===== src/swhs_pkg.sv =====
// types and constants shared by the single-wire humidity sensor reader
// no dependencies; used by swhs_cfg, swhs_fsm and the top level
package swhs_pkg;

	localparam int unsigned FRAME_BITS = 40;
	localparam int unsigned BIT_IDX_W  = 6;
	localparam int unsigned ADDR_W     = 4;
	localparam int unsigned DATA_W     = 32;

	localparam logic [15:0] START_LOW_RESET = 16'd10000;
	localparam logic [7:0]  RELEASE_RESET   = 8'd40;
	localparam logic [7:0]  THRESHOLD_RESET = 8'd50;

	// register index, taken from paddr[3:2]
	typedef enum logic [1:0] {
		REG_START_LOW = 2'd0,
		REG_RELEASE   = 2'd1,
		REG_THRESHOLD = 2'd2,
		REG_NONE      = 2'd3
	} reg_idx_t;

	typedef enum logic [2:0] {
		PH_IDLE      = 3'd0,
		PH_START_LOW = 3'd1,
		PH_START_HI  = 3'd2,
		PH_ACK_LOW1  = 3'd3,
		PH_ACK_HIGH  = 3'd4,
		PH_ACK_LOW2  = 3'd5,
		PH_BIT_WAIT  = 3'd6,
		PH_BIT_HIGH  = 3'd7
	} phase_t;

	typedef enum logic {
		KIND_TICK  = 1'b0,
		KIND_START = 1'b1
	} kind_t;

	typedef enum logic {
		STAT_OK       = 1'b0,
		STAT_CHECKSUM = 1'b1
	} status_t;

	typedef struct packed {
		logic [15:0] start_low_ticks;
		logic [7:0]  release_ticks;
		logic [7:0]  one_threshold;
	} cfg_t;

	typedef struct packed {
		logic               drive_enable;
		logic               drive_level;
		logic               busy;
		logic               done;
		logic               status;
		logic [15:0]        humidity_tenths;
		logic signed [15:0] temp_tenths;
	} res_t;

endpackage


===== src/swhs_cfg.sv =====
// apb register file: start low time, release time and one threshold
// depends on swhs_pkg
module swhs_cfg (
	input  logic                                clk,
	input  logic                                arst_n,
	input  logic                                psel,
	input  logic                                penable,
	input  logic                                pwrite,
	input  logic [swhs_pkg::ADDR_W-1:0]         paddr,
	input  logic [swhs_pkg::DATA_W-1:0]         pwdata,
	output logic [swhs_pkg::DATA_W-1:0]         prdata,
	output logic                                pready,
	output swhs_pkg::cfg_t                      cfg
);

	swhs_pkg::cfg_t     cfg_q;
	swhs_pkg::reg_idx_t idx;
	logic               wr_en;

	assign idx    = swhs_pkg::reg_idx_t'(paddr[3:2]);
	assign pready = 1'b1;
	assign wr_en  = psel && penable && pwrite && pready;
	assign cfg    = cfg_q;

	always_ff @(posedge clk or negedge arst_n) begin
		if (!arst_n) begin
			cfg_q.start_low_ticks <= swhs_pkg::START_LOW_RESET;
			cfg_q.release_ticks   <= swhs_pkg::RELEASE_RESET;
			cfg_q.one_threshold   <= swhs_pkg::THRESHOLD_RESET;
		end else if (wr_en) begin
			unique case (idx)
				swhs_pkg::REG_START_LOW: cfg_q.start_low_ticks <= pwdata[15:0];
				swhs_pkg::REG_RELEASE:   cfg_q.release_ticks   <= pwdata[7:0];
				swhs_pkg::REG_THRESHOLD: cfg_q.one_threshold   <= pwdata[7:0];
				default: ;
			endcase
		end
	end

	always_comb begin
		unique case (idx)
			swhs_pkg::REG_START_LOW: prdata = {16'd0, cfg_q.start_low_ticks};
			swhs_pkg::REG_RELEASE:   prdata = {24'd0, cfg_q.release_ticks};
			swhs_pkg::REG_THRESHOLD: prdata = {24'd0, cfg_q.one_threshold};
			default:                 prdata = '0;
		endcase
	end

endmodule


===== src/swhs_fsm.sv =====
// protocol state machine: start pulse, acknowledge, 40 bit pulse decode,
// checksum and conversion; depends on swhs_pkg
module swhs_fsm (
	input  logic            clk,
	input  logic            arst_n,
	input  logic            fire,
	input  logic            kind,
	input  logic            line_level,
	input  swhs_pkg::cfg_t  cfg,
	output swhs_pkg::res_t  res
);

	swhs_pkg::phase_t                   phase_q, phase_d;
	logic [15:0]                        tick_q, tick_d, tick_inc, lim;
	logic [7:0]                         pulse_q, pulse_d;
	logic [swhs_pkg::BIT_IDX_W-1:0]     bit_q, bit_d, bit_inc;
	logic [swhs_pkg::FRAME_BITS-1:0]    frame_q, frame_d, frame_n;
	logic                               idle_drv_q, idle_drv_d;
	logic [7:0]                         b0, b1, b2, b3, b4;
	logic [9:0]                         sum;
	logic [14:0]                        mag;
	logic [15:0]                        temp_raw;

	always_ff @(posedge clk or negedge arst_n) begin
		if (!arst_n) begin
			phase_q    <= swhs_pkg::PH_IDLE;
			tick_q     <= '0;
			pulse_q    <= '0;
			bit_q      <= '0;
			frame_q    <= '0;
			idle_drv_q <= 1'b0;
		end else if (fire) begin
			phase_q    <= phase_d;
			tick_q     <= tick_d;
			pulse_q    <= pulse_d;
			bit_q      <= bit_d;
			frame_q    <= frame_d;
			idle_drv_q <= idle_drv_d;
		end
	end

	// frame with the bit that ends the current pulse shifted in
	assign frame_n  = {frame_q[swhs_pkg::FRAME_BITS-2:0], (pulse_q > cfg.one_threshold)};
	assign b0       = frame_n[39:32];
	assign b1       = frame_n[31:24];
	assign b2       = frame_n[23:16];
	assign b3       = frame_n[15:8];
	assign b4       = frame_n[7:0];
	assign sum      = {2'b00, b0} + {2'b00, b1} + {2'b00, b2} + {2'b00, b3};
	assign mag      = {b2[6:0], b3};
	// sign-magnitude to two's complement; negative zero stays zero
	assign temp_raw = b2[7] ? (16'd0 - {1'b0, mag}) : {1'b0, mag};
	assign tick_inc = (tick_q != 16'hFFFF) ? (tick_q + 16'd1) : tick_q;
	assign lim      = (phase_q == swhs_pkg::PH_START_LOW) ? cfg.start_low_ticks
	                                                      : {8'd0, cfg.release_ticks};
	assign bit_inc  = bit_q + 1'b1;

	always_comb begin
		phase_d    = phase_q;
		tick_d     = tick_q;
		pulse_d    = pulse_q;
		bit_d      = bit_q;
		frame_d    = frame_q;
		idle_drv_d = idle_drv_q;
		res        = '0;
		if (kind == swhs_pkg::KIND_START) begin
			if (phase_q == swhs_pkg::PH_IDLE) begin
				phase_d = swhs_pkg::PH_START_LOW;
				tick_d  = '0;
				pulse_d = '0;
				bit_d   = '0;
				frame_d = '0;
			end
		end else begin
			unique case (phase_q)
				swhs_pkg::PH_START_LOW, swhs_pkg::PH_START_HI: begin
					tick_d = tick_inc;
					if (tick_inc >= lim) begin
						tick_d  = '0;
						phase_d = (phase_q == swhs_pkg::PH_START_LOW) ?
						          swhs_pkg::PH_START_HI : swhs_pkg::PH_ACK_LOW1;
					end
				end
				swhs_pkg::PH_ACK_LOW1: begin
					if (!line_level) phase_d = swhs_pkg::PH_ACK_HIGH;
				end
				swhs_pkg::PH_ACK_HIGH: begin
					if (line_level) phase_d = swhs_pkg::PH_ACK_LOW2;
				end
				swhs_pkg::PH_ACK_LOW2: begin
					if (!line_level) phase_d = swhs_pkg::PH_BIT_WAIT;
				end
				swhs_pkg::PH_BIT_WAIT: begin
					if (line_level) begin
						pulse_d = 8'd1;
						phase_d = swhs_pkg::PH_BIT_HIGH;
					end
				end
				swhs_pkg::PH_BIT_HIGH: begin
					if (line_level) begin
						if (pulse_q != 8'hFF) pulse_d = pulse_q + 8'd1;
					end else begin
						frame_d = frame_n;
						pulse_d = '0;
						if (bit_inc >= swhs_pkg::BIT_IDX_W'(swhs_pkg::FRAME_BITS)) begin
							res.done   = 1'b1;
							phase_d    = swhs_pkg::PH_IDLE;
							bit_d      = '0;
							idle_drv_d = 1'b1;
							if (b4 == sum[7:0]) begin
								res.status          = swhs_pkg::STAT_OK;
								res.humidity_tenths = {b0, b1};
								res.temp_tenths     = temp_raw;
							end else begin
								res.status = swhs_pkg::STAT_CHECKSUM;
							end
						end else begin
							bit_d   = bit_inc;
							phase_d = swhs_pkg::PH_BIT_WAIT;
						end
					end
				end
				default: ;
			endcase
		end
		// line drive follows the phase after this item
		if (phase_d == swhs_pkg::PH_IDLE) begin
			res.drive_enable = idle_drv_d;
			res.drive_level  = idle_drv_d;
			res.busy         = 1'b0;
		end else begin
			res.drive_enable = (phase_d == swhs_pkg::PH_START_LOW) ||
			                   (phase_d == swhs_pkg::PH_START_HI);
			res.drive_level  = (phase_d == swhs_pkg::PH_START_HI);
			res.busy         = 1'b1;
		end
	end

	a_done_to_idle: assert property (@(posedge clk) disable iff (!arst_n)
		(fire && res.done) |=> (phase_q == swhs_pkg::PH_IDLE && bit_q == '0))
		else $error("reading completed without returning to idle");

	a_bit_range: assert property (@(posedge clk) disable iff (!arst_n)
		bit_q < swhs_pkg::BIT_IDX_W'(swhs_pkg::FRAME_BITS))
		else $error("bit index past frame length");

	a_bad_sum_clean: assert property (@(posedge clk) disable iff (!arst_n)
		(fire && res.status) |-> (res.done && res.humidity_tenths == '0 &&
		                          res.temp_tenths == '0))
		else $error("checksum error with data or without done");

	a_drive_idle: assert property (@(posedge clk) disable iff (!arst_n)
		(phase_q == swhs_pkg::PH_IDLE && !idle_drv_q && fire && !kind) |-> !res.drive_enable)
		else $error("line driven before any reading completed");

endmodule


===== src/single_wire_humidity_sensor_reader.sv =====
// top level of the single-wire humidity sensor reader: input and result
// registers around swhs_fsm, apb registers in swhs_cfg; depends on swhs_pkg
//
// usage:
//   input channel (in_valid/in_stall, kind, line_level): kind 0 is one 1 us
//   tick carrying the sampled data line, kind 1 requests a reading (ignored
//   while busy). every input item gives exactly one result item.
//   result channel (out_valid/out_stall): line drive controls, busy, a done
//   pulse and, on done, status, humidity and temperature in tenths.
//   configuration goes through the apb port; registers at 0x0, 0x4, 0x8.
// path: an accepted item passes the input register, then the result register,
//   before it shows on the result ports.
// throughput: one item per cycle while the result channel is not stalled; the state
//   update is a registered loop through the protocol state machine.
// reset: line released, idle, registers back to defaults.
// when the receiver stalls the result register holds; an empty input
//   register still takes one more item, then in_stall stays high until the
//   result drains.
module single_wire_humidity_sensor_reader (
	input  logic                         clk,
	input  logic                         arst_n,
	input  logic                         in_valid,
	output logic                         in_stall,
	input  logic                         kind,
	input  logic                         line_level,
	output logic                         out_valid,
	input  logic                         out_stall,
	output logic                         drive_enable,
	output logic                         drive_level,
	output logic                         busy_res,
	output logic                         done_res,
	output logic                         status,
	output logic [15:0]                  humidity_tenths,
	output logic signed [15:0]           temp_tenths,
	input  logic                         psel,
	input  logic                         penable,
	input  logic                         pwrite,
	input  logic [swhs_pkg::ADDR_W-1:0]  paddr,
	input  logic [swhs_pkg::DATA_W-1:0]  pwdata,
	output logic [swhs_pkg::DATA_W-1:0]  prdata,
	output logic                         pready
);

	swhs_pkg::cfg_t cfg;
	swhs_pkg::res_t res;
	swhs_pkg::res_t res_s2;
	logic           valid_s1, kind_s1, line_s1;
	logic           valid_s2;
	logic           advance;

	assign advance  = !valid_s2 || !out_stall;
	assign in_stall = valid_s1 && !advance;

	always_ff @(posedge clk or negedge arst_n) begin
		if (!arst_n) begin
			valid_s1 <= 1'b0;
			valid_s2 <= 1'b0;
			res_s2   <= '0;
		end else begin
			if (!in_stall) valid_s1 <= in_valid;
			if (advance)   valid_s2 <= valid_s1;
			if (valid_s1 && advance) res_s2 <= res;
		end
	end

	always_ff @(posedge clk) begin
		if (in_valid && !in_stall) begin
			kind_s1 <= kind;
			line_s1 <= line_level;
		end
	end

	swhs_cfg u_cfg (
		.clk     (clk),
		.arst_n  (arst_n),
		.psel    (psel),
		.penable (penable),
		.pwrite  (pwrite),
		.paddr   (paddr),
		.pwdata  (pwdata),
		.prdata  (prdata),
		.pready  (pready),
		.cfg     (cfg)
	);

	swhs_fsm u_fsm (
		.clk        (clk),
		.arst_n     (arst_n),
		.fire       (valid_s1 && advance),
		.kind       (kind_s1),
		.line_level (line_s1),
		.cfg        (cfg),
		.res        (res)
	);

	assign out_valid       = valid_s2;
	assign drive_enable    = res_s2.drive_enable;
	assign drive_level     = res_s2.drive_level;
	assign busy_res        = res_s2.busy;
	assign done_res        = res_s2.done;
	assign status          = res_s2.status;
	assign humidity_tenths = res_s2.humidity_tenths;
	assign temp_tenths     = res_s2.temp_tenths;

endmodule


===== config.mk =====
export PLATFORM = sky130hd
export DESIGN_NAME = single_wire_humidity_sensor_reader
export DESIGN_NICKNAME = d
export VERILOG_FILES = /design/src/swhs_pkg.sv /design/src/swhs_cfg.sv /design/src/swhs_fsm.sv /design/src/single_wire_humidity_sensor_reader.sv
export SDC_FILE = /design/constraint.sdc
export NUM_CORES = 1
export LEC_CHECK = 0
export ABC_AREA = 1
export ABC_CLOCK_PERIOD_IN_PS = 5000
export BUFFER_PORTS_ARGS = -buffer_cell sky130_fd_sc_hd__buf_2
export CORE_AREA = 4 4 192 194
export CTS_BUF_LIST = sky130_fd_sc_hd__clkbuf_4 sky130_fd_sc_hd__clkbuf_8
export DETAILED_ROUTE_END_ITERATION = 10
export DIE_AREA = 0 0 196 198
export PLACE_DENSITY_LB_ADDON = 0.2
export SYNTH_ARGS = -nofsm -noshare
export SYNTH_HDL_FRONTEND = slang
export SYNTH_HIERARCHICAL = 1
export SYNTH_SLANG_ARGS = --single-unit

===== constraint.sdc =====
create_clock -name clk -period 5 [get_ports clk]
set_input_delay 0.75 -clock clk [delete_from_list [all_inputs] [get_ports clk]]
set_output_delay 0.75 -clock clk [all_outputs]
set_load 0.02 [all_outputs]

==> results of run 1 <==
[worst max-delay path by stage]
stage	startpoint	endpoint	slack (ns)	cells past startpoint
after global routing	u_fsm/frame_q[16]$_DFFE_PN0P_	humidity_tenths[14]$_DFFE_PN0P_	0.78	17
after CTS	u_fsm/frame_q[16]$_DFFE_PN0P_	humidity_tenths[14]$_DFFE_PN0P_	1.06	17
after floorplan	u_fsm/frame_q[16]$_DFFE_PN0P_	temp_tenths[10]$_DFFE_PN0P_	1.57	17
after detailed placement	out_stall	u_fsm/bit_q[4]$_DFFE_PN0P_	0.97	13
final	u_fsm/frame_q[16]$_DFFE_PN0P_	humidity_tenths[14]$_DFFE_PN0P_	1.10	17
after global placement	out_stall	u_fsm/bit_q[3]$_DFFE_PN0P_	0.93	13
[area by class of cell]
cell class                      count  area [sq um]
Fill cell                        3902         25300
Multi-Input combinational cell    781          4250
Sequential cell                   146          3680
Tap cell                          461           577
Inverter                          141           529
Timing Repair Buffer               89           472
Clock buffer                       18           248
Clock inverter                     14           155
[worst max-delay path: cells and delay by family (launching register included)]
| family | cells | cell delay, ns |
|---|---|---|
| DFF | 1 | 0.44 |
| buffers and inverters | 3 | 0.44 |
| AOI/OAI and AO/OA | 1 | 0.18 |
| and+or+nand+nor | 8 | 0.92 |
| xor gates and xnor gates | 1 | 0.17 |
| adders and majority gates | 4 | 1.69 |
[layout by cell type, fill, tap and decap left out, types with 18 or more instances in the layout]
| cell type | count |
|---|---|
| ha_1 | 36 |
| nand3_1 | 75 |
| o22ai_1 | 46 |
| buf_2 | 80 |
| inv_1 | 119 |
| clkbuf_8 | 18 |
| nand2_1 | 325 |
| o21ai_0 | 24 |
| inv_2 | 21 |
| nor2_1 | 88 |
| a21oi_1 | 25 |
| dfrtp_1 | 134 |
| xor2_1 | 33 |
[metrics by stage]
step	std cells	hold slack, ns	instance area, sq um	setup WS, ns	util
2_1_floorplan	1113	0.449	8760	1.57	-
3_3_place_gp	1618	0.449	9510	0.935	0.270
3_5_place_dp	1618	0.454	9510	0.975	0.270
4_1_cts	1650	0.339	9910	1.06	0.281
5_1_grt	1650	0.362	9910	0.779	0.281
6_report	1650	0.323	9910	1.10	0.281
[where the power goes]
| group | internal, uW | switching, uW | leakage, uW |
|---|---|---|---|
| Sequential | 1400 | 194 | 0.00194 |
| Combinational | 612 | 1050 | 0.00301 |
| Clock | 462 | 512 | 0.000188 |
| Total | 2480 | 1750 | 0.00513 |
[sequential cells by signal, indices dropped and copies added (netlist names), 3 cells and up]
name and count:
humidity_tenths 16, temp_tenths 16, u_cfg/cfg 32, u_fsm/bit_q 6, u_fsm/frame_q 39, u_fsm/phase_q 3
u_fsm/pulse_q 8, u_fsm/tick_q 16
[metal layers]
layer | routed length (microns) | part of all wire | track usage
met2 | 10100 | 0.46 | 0.188
met4 | 240 | 0.011 | 0.0292
met3 | 802 | 0.036 | 0.0248
met5 | 0 | 0 | 0
met1 | 10900 | 0.49 | 0.156
[cells by family after synthesis]
group,count (synthesis),share of synthesized area
adder cells (fa/ha/maj),50,0.0839
multiplexers,7,0.00805
other,2,0.000863
AND/OR/NAND/NOR,546,0.269
XOR/XNOR,36,0.0371
buffers and inverters,186,0.0957
AO/OA/AOI/OAI,125,0.0834
flip-flops,146,0.422
==> flow_summary_export.csv, run 1 <==
group,metric,value,unit
worst_setup_path,path_cells,"inv_1, fa_1, fa_1, inv_1, ha_1, fa_1, xor2_1, nor2_1, nand2_1, a211oi_1, nand3_1, nor2_1, nand3_2, buf_4, nor2_1, nand3_1, nand2_1",
clock_network,clk_pin_slew,0.09,ns
power,p_per_area,427,nW/um^2
final_layout,n_antenna_cell,0,
floorplan,pin_count,117,
yosys,synth.top_cells.by_count,"325 x nand2_1, 134 x dfrtp_1, 119 x inv_1",
worst_setup_path,slowest_delay,0.52,ns
clock_network,cts_resized,0,
routing,first_iter_violations,341,
power,power,4230,uW
status,status,"finished clean",
yosys,yosys.area.top_type,"dfrtp_1",
grt,grt_pass1_wl,36400,microns
min_path,hp-class,"in2async",
worst_setup_path,worstPathArrival,4.30,ns
clock_network,cts_tree,"yes",
floorplan,chipWidth,196,microns
clock_network,cts_buffers,17,
final_layout,layout.nets,1271,
yosys,synth_cell_types,47,
timing,skew,0.0207,ns
worst_setup_path,r2r_slack,1.10,ns
flow_run,maxCapViolCount,0,
yosys,synthCells,1098,
yosys,synth-seq-area-share,0.422,
worst_setup_path,crit_path_end_kind,"register",
placement,io_buffers,81,
yosys,synth.area.top_cells,"dfrtp_1 39%, nand2_1 14%, ha_1 5.2%",
floorplan,start_util,0.247,
grt,grt_pass1_vias,7018,
timing,fin_crit,3.90,ns
placement,post-dp-hpwl,15800,microns
grt,antenna_found_initial,0,
routing,drcViolationCount,0,
worst_setup_path,worstSetupPathType,"reg2reg",
timing,post-route-period-util,0.781,
timing,tightest_slew,1.02,ns
yosys,synth_edf_count,2,
final_layout,synthToLayoutAreaGrowth,13.8,%
clock_network,clock_latency,0.47,ns
timing,drv_slew,0,
worst_setup_path,worstPathRequired,5.39,ns
routing,ant_nets,0,
floorplan,rows,69,
timing,relSlewSlack,0.317,
timing,finalHoldViolations,0,
clock_network,post_cts_buffers,0,
yosys,synth_top_area_frac,0.385,
timing,setup_tns,0,ns
grt,grt_max_degree,78,
yosys,synth_area,8710,sq um
grt,gr-total-overflow,0,
routing,via_per_inst,4.26,
worst_setup_path,crit_fanout,32,
grt,track_usage,0.115,
yosys,syn_avg_cell_area,7.93,sq um
routing,vias,7021,
final_layout,drive_above_1_share,0.158,
clock_network,clock_path_buffers,2,
clock_network,htree_levels,4,
timing,finalSetupViolations,0,
yosys,synth_ff_type,"dfrtp_1",
worst_setup_path,slowest_stage,"fa_1",
clock_network,root_buffer,"clkbuf_8",
yosys,synth_most_common_cell,"nand2_1",
floorplan,fp.dieH,198,microns
worst_setup_path,ff2ff_path_depth,17,
floorplan,coreArea,35200,sq um
worst_setup_path,cp-start-kind,"register",
routing,wirelength,22000,microns
routing,routedWlPerCell,13.4,microns
timing,fmax,0.256,GHz
yosys,ys_ff_latch,146,
yosys,yosys_warnings,6,
worst_setup_path,regToRegEndpoint,"humidity_tenths[14]$_DFFE_PN0P_",
power,ir_drop,0.000223,V
routing,drt_first_pass_iters,4,
placement,place_congestion,0.784,
yosys,async_flop_share,0.986,
timing,rsz0062_at_grt,"no",
clock_network,ctsHoldBuffers,0,
worst_setup_path,regToRegStartpoint,"u_fsm/frame_q[16]$_DFFE_PN0P_",
clock_network,numClockSinks,146,
power,p_leak,0.00513,uW
floorplan,die_area,38800,sq um
(Power assumes the default switching activity.)
==> run 2: changes to the inputs <==
- ABC_CLOCK_PERIOD_IN_PS: 5000 -> 3300
- clock period: 5 -> 3.3 ns (I/O delays scaled with it)
==> flow_summary_export.csv, run 2 (synthesis results as in run 1) <==
group,metric,value,unit
routing,routedWlPerCell,13.7,microns
worst_setup_path,cp-start-kind,"register",
power,p_per_area,658,nW/um^2
final_layout,n_antenna_cell,0,
grt,use_met2,0.201,
timing,setup_slack,-0.309,ns
final_layout,top_register,"u_fsm/frame_q",
min_path,hp-class,"in2reg",
worst_setup_path,worstPathArrival,4.01,ns
power,p_leak,0.00557,uW
clock_network,cts_tree,"yes",
worst_setup_path,path_cells,"inv_2, fa_1, fa_1, inv_1, ha_2, fa_2, xor2_1, nor2_1, nand2_1, a211oi_2, nand3_1, nor2_4, nand3_4, clkbuf_16, nor2_1, nand3_1, nand2_1",
power,ir_drop,0.000395,V
worst_setup_path,worstPathRequired,3.70,ns
floorplan,die_area,38800,sq um
worst_setup_path,crit_cells,17,
min_path,holdPathStages,3,
final_layout,fillers,3832,
routing,first_iter_violations,312,
timing,post-route-period-util,1.09,
placement,post-dp-hpwl,16300,microns
grt,grt_use_met1,0.162,
flow_run,maxCapViolCount,0,
worst_setup_path,path_delay_family,"adder cells",
status,failed_checks,"setup timing",
grt,gr-total-overflow,0,
placement,dpl_worst_slack,-0.248,ns
timing,tightest_slew,0.726,ns
worst_setup_path,cp_num_buf_inv,3,
grt,grt_pass1_wl,38000,microns
worst_setup_path,crit_fanout,8,
timing,fmax,0.277,GHz
final_layout,largest_reg_flops,39,
grt,antenna_found_initial,0,
grt,grt_pass1_vias,7332,
floorplan,start_util,0.247,
clock_network,numClockSinks,146,
routing,drt_first_pass_iters,5,
grt,track_usage,0.121,
routing,via_per_inst,4.34,
final_layout,layout.nets,1341,
routing,vias,7467,
grt,busiest_layer,"met2",
clock_network,root_buffer,"clkbuf_8",
clock_network,clk_pin_slew,0.09,ns
clock_network,htree_levels,4,
final_layout,layout_commonest_cell,"nand2_1",
timing,finalSetupViolations,33,
routing,wirelength,23500,microns
worst_setup_path,crit_path_end_kind,"register",
final_layout,final_cell_mix,"313 x nand2_1, 132 x dfrtp_1, 110 x inv_1, 80 x buf_2, 66 x nand3_1",
final_layout,final_cells,1720,
worst_setup_path,slowest_stage,"fa_1",
timing,skew,0.0253,ns
status,status,"finished with violations",
placement,place_congestion,0.799,
final_layout,fin_area,11000,sq um
floorplan,pin_count,117,
grt,gr-usage-met3,0.0243,
placement,dp_cells,1668,
floorplan,fp.dieH,198,microns
timing,fin_crit,3.61,ns
timing,relSlewSlack,0.514,
timing,drv_slew,0,
clock_network,clock_path_buffers,2,
placement,dpl-instance-area,9940,sq um
routing,ant_nets,0,
grt,grt_max_degree,61,
placement,io_buffers,81,
floorplan,coreArea,35200,sq um
clock_network,cts_buffers,17,
clock_network,clock_latency,0.48,ns
final_layout,synthToLayoutAreaGrowth,26.1,%
floorplan,rows,69,
timing,setup_tns,-8.66,ns
worst_setup_path,ff2ff_path_depth,17,
floorplan,chipWidth,196,microns
worst_setup_path,slowest_delay,0.55,ns
routing,drcViolationCount,0,
timing,finalHoldViolations,0,
final_layout,drive_above_1_share,0.268,
worst_setup_path,worstSetupPathType,"reg2reg",
timing,rsz0062_at_grt,"yes",
==> run 2: cell types whose count changed in the layout (fill, tap and decap cells not counted), sizes merged <==
cell	change
dlygate4sd3	+1
clkbuf	+5
clkinvlp	-2
buf	+67
bufinv	-1
==> run 2: worst paths after layout <==
| path | from | end | slack, ns |
|---|---|---|---|
| setup / recovery | u_fsm/frame_q[16]$_DFFE_PN0P_ | humidity_tenths[9]$_DFFE_PN0P_ | -0.31 |
| hold / removal | pwdata[10] | u_cfg/cfg[26]$_DFFE_PN1P_ | 0.22 |
| setup reg to reg | u_fsm/frame_q[16]$_DFFE_PN0P_ | humidity_tenths[9]$_DFFE_PN0P_ | -0.31 |
| hold reg to reg | humidity_tenths[11]$_DFFE_PN0P_ | humidity_tenths[11]$_DFFE_PN0P_ | 0.47 |
| max in group asynchronous | arst_n | u_cfg/cfg[24]$_DFFE_PN1P_ | 1.79 |
| min in group asynchronous | arst_n | humidity_tenths[10]$_DFFE_PN0P_ | 0.60 |
==> run 2: per-stage QoR <==
step / total power [uW] / util / hold WS (ns)
finish: 7220 / 0.312 / 0.223
global route: 7850 / 0.312 / 0.202
CTS: 7010 / 0.300 / 0.186
detailed placement: 5390 / 0.282 / 0.453
global placement: 5380 / 0.282 / 0.449
floorplan: 4380 / - / 0.199
==> run 2: routing by layer <==
metal | up-vias | part of all wire
li1 | 3777 | -
met1 | 3582 | 0.48
met2 | 99 | 0.48
met3 | 9 | 0.033
met4 | 0 | 0.0090
met5 | - | 0
==> run 2: area by class of cell <==
class / instances / area, sq um / share of cell area
multi-input cells: 781 / 4690 / 0.427
repair buffers: 159 / 1120 / 0.102
well taps: 461 / 577 / 0.0525
inverters: 141 / 529 / 0.0482
clock inverters: 11 / 103 / 0.00934
flip-flops and latches: 146 / 3680 / 0.335
clock buffers: 21 / 277 / 0.0252
==> run 2: repair_timing <==
action / 4_1_cts / 5_1_grt
endpoints found under the setup margin: 54 / 54
resized for setup: 42 / 74
hold buffers: 1 / 0
setup buffers: 33 / 9
cloned: 0 / 3
hold endpoints to repair: 16 / 0
pin swaps: 33 / 48
==> run 2: power by group <==
part	switching [uW]	total (uW)	internal, uW
Combinational	1930	3400	1480
Sequential	289	2420	2130
Clock	749	1410	656
Total	2960	7220	4260
==> run 2: worst min-delay path, cell delays in order <==
cell and delay [ns]:
buf_2 0.10, nand2_1 0.05, nand2_1 0.05
==> run 3: changes to the inputs <==
- ABC_AREA: 1 -> unset
- CORE_AREA: 4 4 192 194 -> 4 4 194 196
- CTS_BUF_LIST: sky130_fd_sc_hd__clkbuf_4 sky130_fd_sc_hd__clkbuf_8 -> sky130_fd_sc_hd__clkbuf_4
- DIE_AREA: 0 0 196 198 -> 0 0 198 200
- SLEW_MARGIN: unset -> 25
==> flow_summary_export.csv, run 3 <==
group,metric,value,unit
routing,first_iter_violations,305,
yosys,synth_top_area_frac,0.378,
grt,track_usage,0.117,
grt,grt_pass1_vias,6988,
floorplan,pin_count,117,
yosys,yosys_warnings,6,
placement,post-dp-hpwl,16100,microns
routing,ant_nets,0,
timing,fin_crit,3.73,ns
grt,grt_pass1_wl,37100,microns
routing,vias,6763,
floorplan,coreArea,36100,sq um
power,power,5380,uW
yosys,synth_ff_type,"dfrtp_1",
yosys,synth.top_cells.by_count,"134 x dfrtp_1, 112 x nand2_1, 56 x nor2_1",
grt,antenna_found_initial,2,
final_layout,layout_commonest_cell,"dfrtp_1",
grt,grt_use_met1,0.162,
yosys,synth_most_common_cell,"dfrtp_1",
clock_network,clock_path_buffers,2,
worst_setup_path,worstPathArrival,4.26,ns
timing,tightest_slew,0.852,ns
clock_network,cts_buffers,17,
final_layout,fillers,3762,
worst_setup_path,worstPathRequired,3.83,ns
routing,drt_first_pass_iters,4,
power,p_per_area,479,nW/um^2
routing,routedWlPerCell,14.9,microns
yosys,async_flop_share,0.986,
flow_run,maxCapViolCount,0,
timing,post-route-period-util,1.13,
timing,drv_slew,0,
yosys,syn_avg_cell_area,10.1,sq um
final_layout,top_register,"u_fsm/frame_q",
final_layout,drive_above_1_share,0.374,
yosys,synth_cell_types,69,
worst_setup_path,path_delay_family,"adder cells",
worst_setup_path,crit_path_end_kind,"register",
power,ir_drop,0.000374,V
yosys,synth.area.top_cells,"dfrtp_1 38%, mux2_2 6.3%, ha_1 5.1%",
status,failed_checks,"setup timing",
clock_network,htree_levels,4,
floorplan,start_util,0.246,
final_layout,layout.nets,1150,
floorplan,rows,70,
grt,gr-usage-met3,0.0272,
worst_setup_path,slowest_delay,0.53,ns
routing,drcViolationCount,0,
grt,use_met2,0.183,
timing,relSlewSlack,0.430,
yosys,synth_area,8870,sq um
timing,finalHoldViolations,0,
clock_network,numClockSinks,146,
grt,gr-total-overflow,0,
status,status,"finished with violations",
min_path,hp-class,"in2reg",
clock_network,root_buffer,"clkbuf_4",
timing,setup_tns,-14.21,ns
floorplan,fp.dieH,200,microns
final_layout,largest_reg_flops,39,
timing,finalSetupViolations,49,
yosys,yosys.area.top_type,"dfrtp_1",
yosys,ys_ff_latch,146,
power,p_leak,0.00516,uW
yosys,synth_edf_count,2,
clock_network,clock_latency,0.59,ns
grt,grt_max_degree,81,
timing,rsz0062_at_grt,"yes",
worst_setup_path,cp-start-kind,"register",
final_layout,final_cell_mix,"134 x dfrtp_1, 107 x nand2_1, 97 x buf_4, 80 x buf_2",
worst_setup_path,crit_fanout,16,
final_layout,synthToLayoutAreaGrowth,26.6,%
placement,place_congestion,0.739,
yosys,synth-seq-area-share,0.414,
floorplan,chipWidth,198,microns
floorplan,die_area,39600,sq um
routing,via_per_inst,4.40,
placement,io_buffers,81,
worst_setup_path,worstSetupPathType,"reg2reg",
clock_network,clk_pin_slew,0.14,ns
timing,setup_slack,-0.425,ns
worst_setup_path,slowest_stage,"or4_1",
clock_network,cts_tree,"yes",
timing,skew,0.0244,ns
worst_setup_path,cp_num_buf_inv,4,
routing,wirelength,22900,microns
timing,fmax,0.268,GHz
worst_setup_path,path_cells,"inv_2, fa_1, fa_1, inv_2, ha_1, a21o_1, a21oi_2, xnor2_1, or4_1, nor3_2, nand4_1, buf_6, clkbuf_16, nor2_1, mux2_4",
yosys,synthCells,880,
grt,busiest_layer,"met2",
[run 3: cell types whose count changed after synthesis, moves of 27 or more]
| cell | change |
|---|---|
| nor2_1 | -32 |
| o22ai_1 | -45 |
| o21ai_0 | +27 |
| nand3_1 | -57 |
| nand2_1 | -213 |
| o31ai_1 | +29 |
| inv_1 | -74 |
| mux2_2 | +50 |
[run 3: per-layer routing]
layer | vias to the layer above | routed length [microns]
met4 | 0 | 323
met3 | 18 | 715
met2 | 88 | 10500
li1 | 3388 | -
met5 | - | 0
met1 | 3269 | 11300
[run 3: timing repair]
item	4_1_cts	5_1_grt
hold endpoints to repair	51	0
buffers inserted	15	8
pin swaps	39	31
gates resized for setup	46	40
hold buffers	3	0
endpoints found under the setup margin	53	53
gates cloned	2	1
[run 3: kinds of logic after synthesis]
| logic type | count (synthesis) | share of synthesized area |
|---|---|---|
| and+or+nand+nor | 273 | 0.152 |
| AOI/OAI and AO/OA | 175 | 0.130 |
| DFF | 146 | 0.414 |
| buffers and inverters | 104 | 0.0623 |
| muxes | 86 | 0.115 |
| adders and majority gates | 50 | 0.0823 |
| xor gates and xnor gates | 44 | 0.0434 |
| other | 2 | 0.000846 |
[run 3: worst reg2reg max path: cells and delay by family (launching register included)]
| family | cells | cell delay [ns] |
|---|---|---|
| simple gates | 4 | 0.98 |
| compound gates | 2 | 0.32 |
| buf+inv | 4 | 0.50 |
| flops | 1 | 0.41 |
| fa+ha+maj | 3 | 1.24 |
| mux | 1 | 0.15 |
| xor+xnor | 1 | 0.07 |
[run 3: final timing paths]
path	start	end	slack, ns	cells past startpoint
max in group asynchronous	arst_n	humidity_tenths[7]$_DFFE_PN0P_	2.10	3
hold reg to reg	u_fsm/frame_q[26]$_DFFE_PN0P_	u_fsm/frame_q[26]$_DFFE_PN0P_	0.49	2
setup / recovery	u_fsm/frame_q[17]$_DFFE_PN0P_	temp_tenths[9]$_DFFE_PN0P_	-0.43	15
setup reg to reg	u_fsm/frame_q[17]$_DFFE_PN0P_	temp_tenths[9]$_DFFE_PN0P_	-0.43	15
hold / removal	in_valid	valid_s1$_DFFE_PN0N_	0.11	2
min in group asynchronous	arst_n	u_fsm/tick_q[15]$_DFFE_PN0P_	0.44	2
[run 3: area by class of cell]
| cell class | instances | area, sq um | share of cell area |
|---|---|---|---|
| diodes | 2 | 5.00 | 0.000445 |
| clock buffers | 20 | 150 | 0.0134 |
| clock inverters | 12 | 135 | 0.0120 |
| inverters | 46 | 173 | 0.0154 |
| multi-input cells | 645 | 5060 | 0.451 |
| flip-flops and latches | 146 | 3680 | 0.327 |
| well taps | 468 | 586 | 0.0521 |
| repair buffers | 199 | 1450 | 0.129 |
[run 3: where the power goes]
group / internal [uW] / switching (uW) / leakage, uW
combinational: 902 / 1090 / 0.00311
clock: 475 / 708 / 0.000142
sequential: 2030 / 175 / 0.00191
total: 3400 / 1980 / 0.00516
[run 3: through the flow]
step	hold slack (ns)	util	worst slack [ns]	instances	instance area, sq um
2_1_floorplan	0.199	-	-0.188	895	8980
3_3_place_gp	0.450	0.287	-0.345	1478	10400
3_5_place_dp	0.466	0.287	-0.371	1478	10400
4_1_cts	0.0233	0.305	-0.415	1530	11000
5_1_grt	0.0484	0.311	-0.596	1538	11200
6_report	0.111	0.311	-0.425	1538	11200
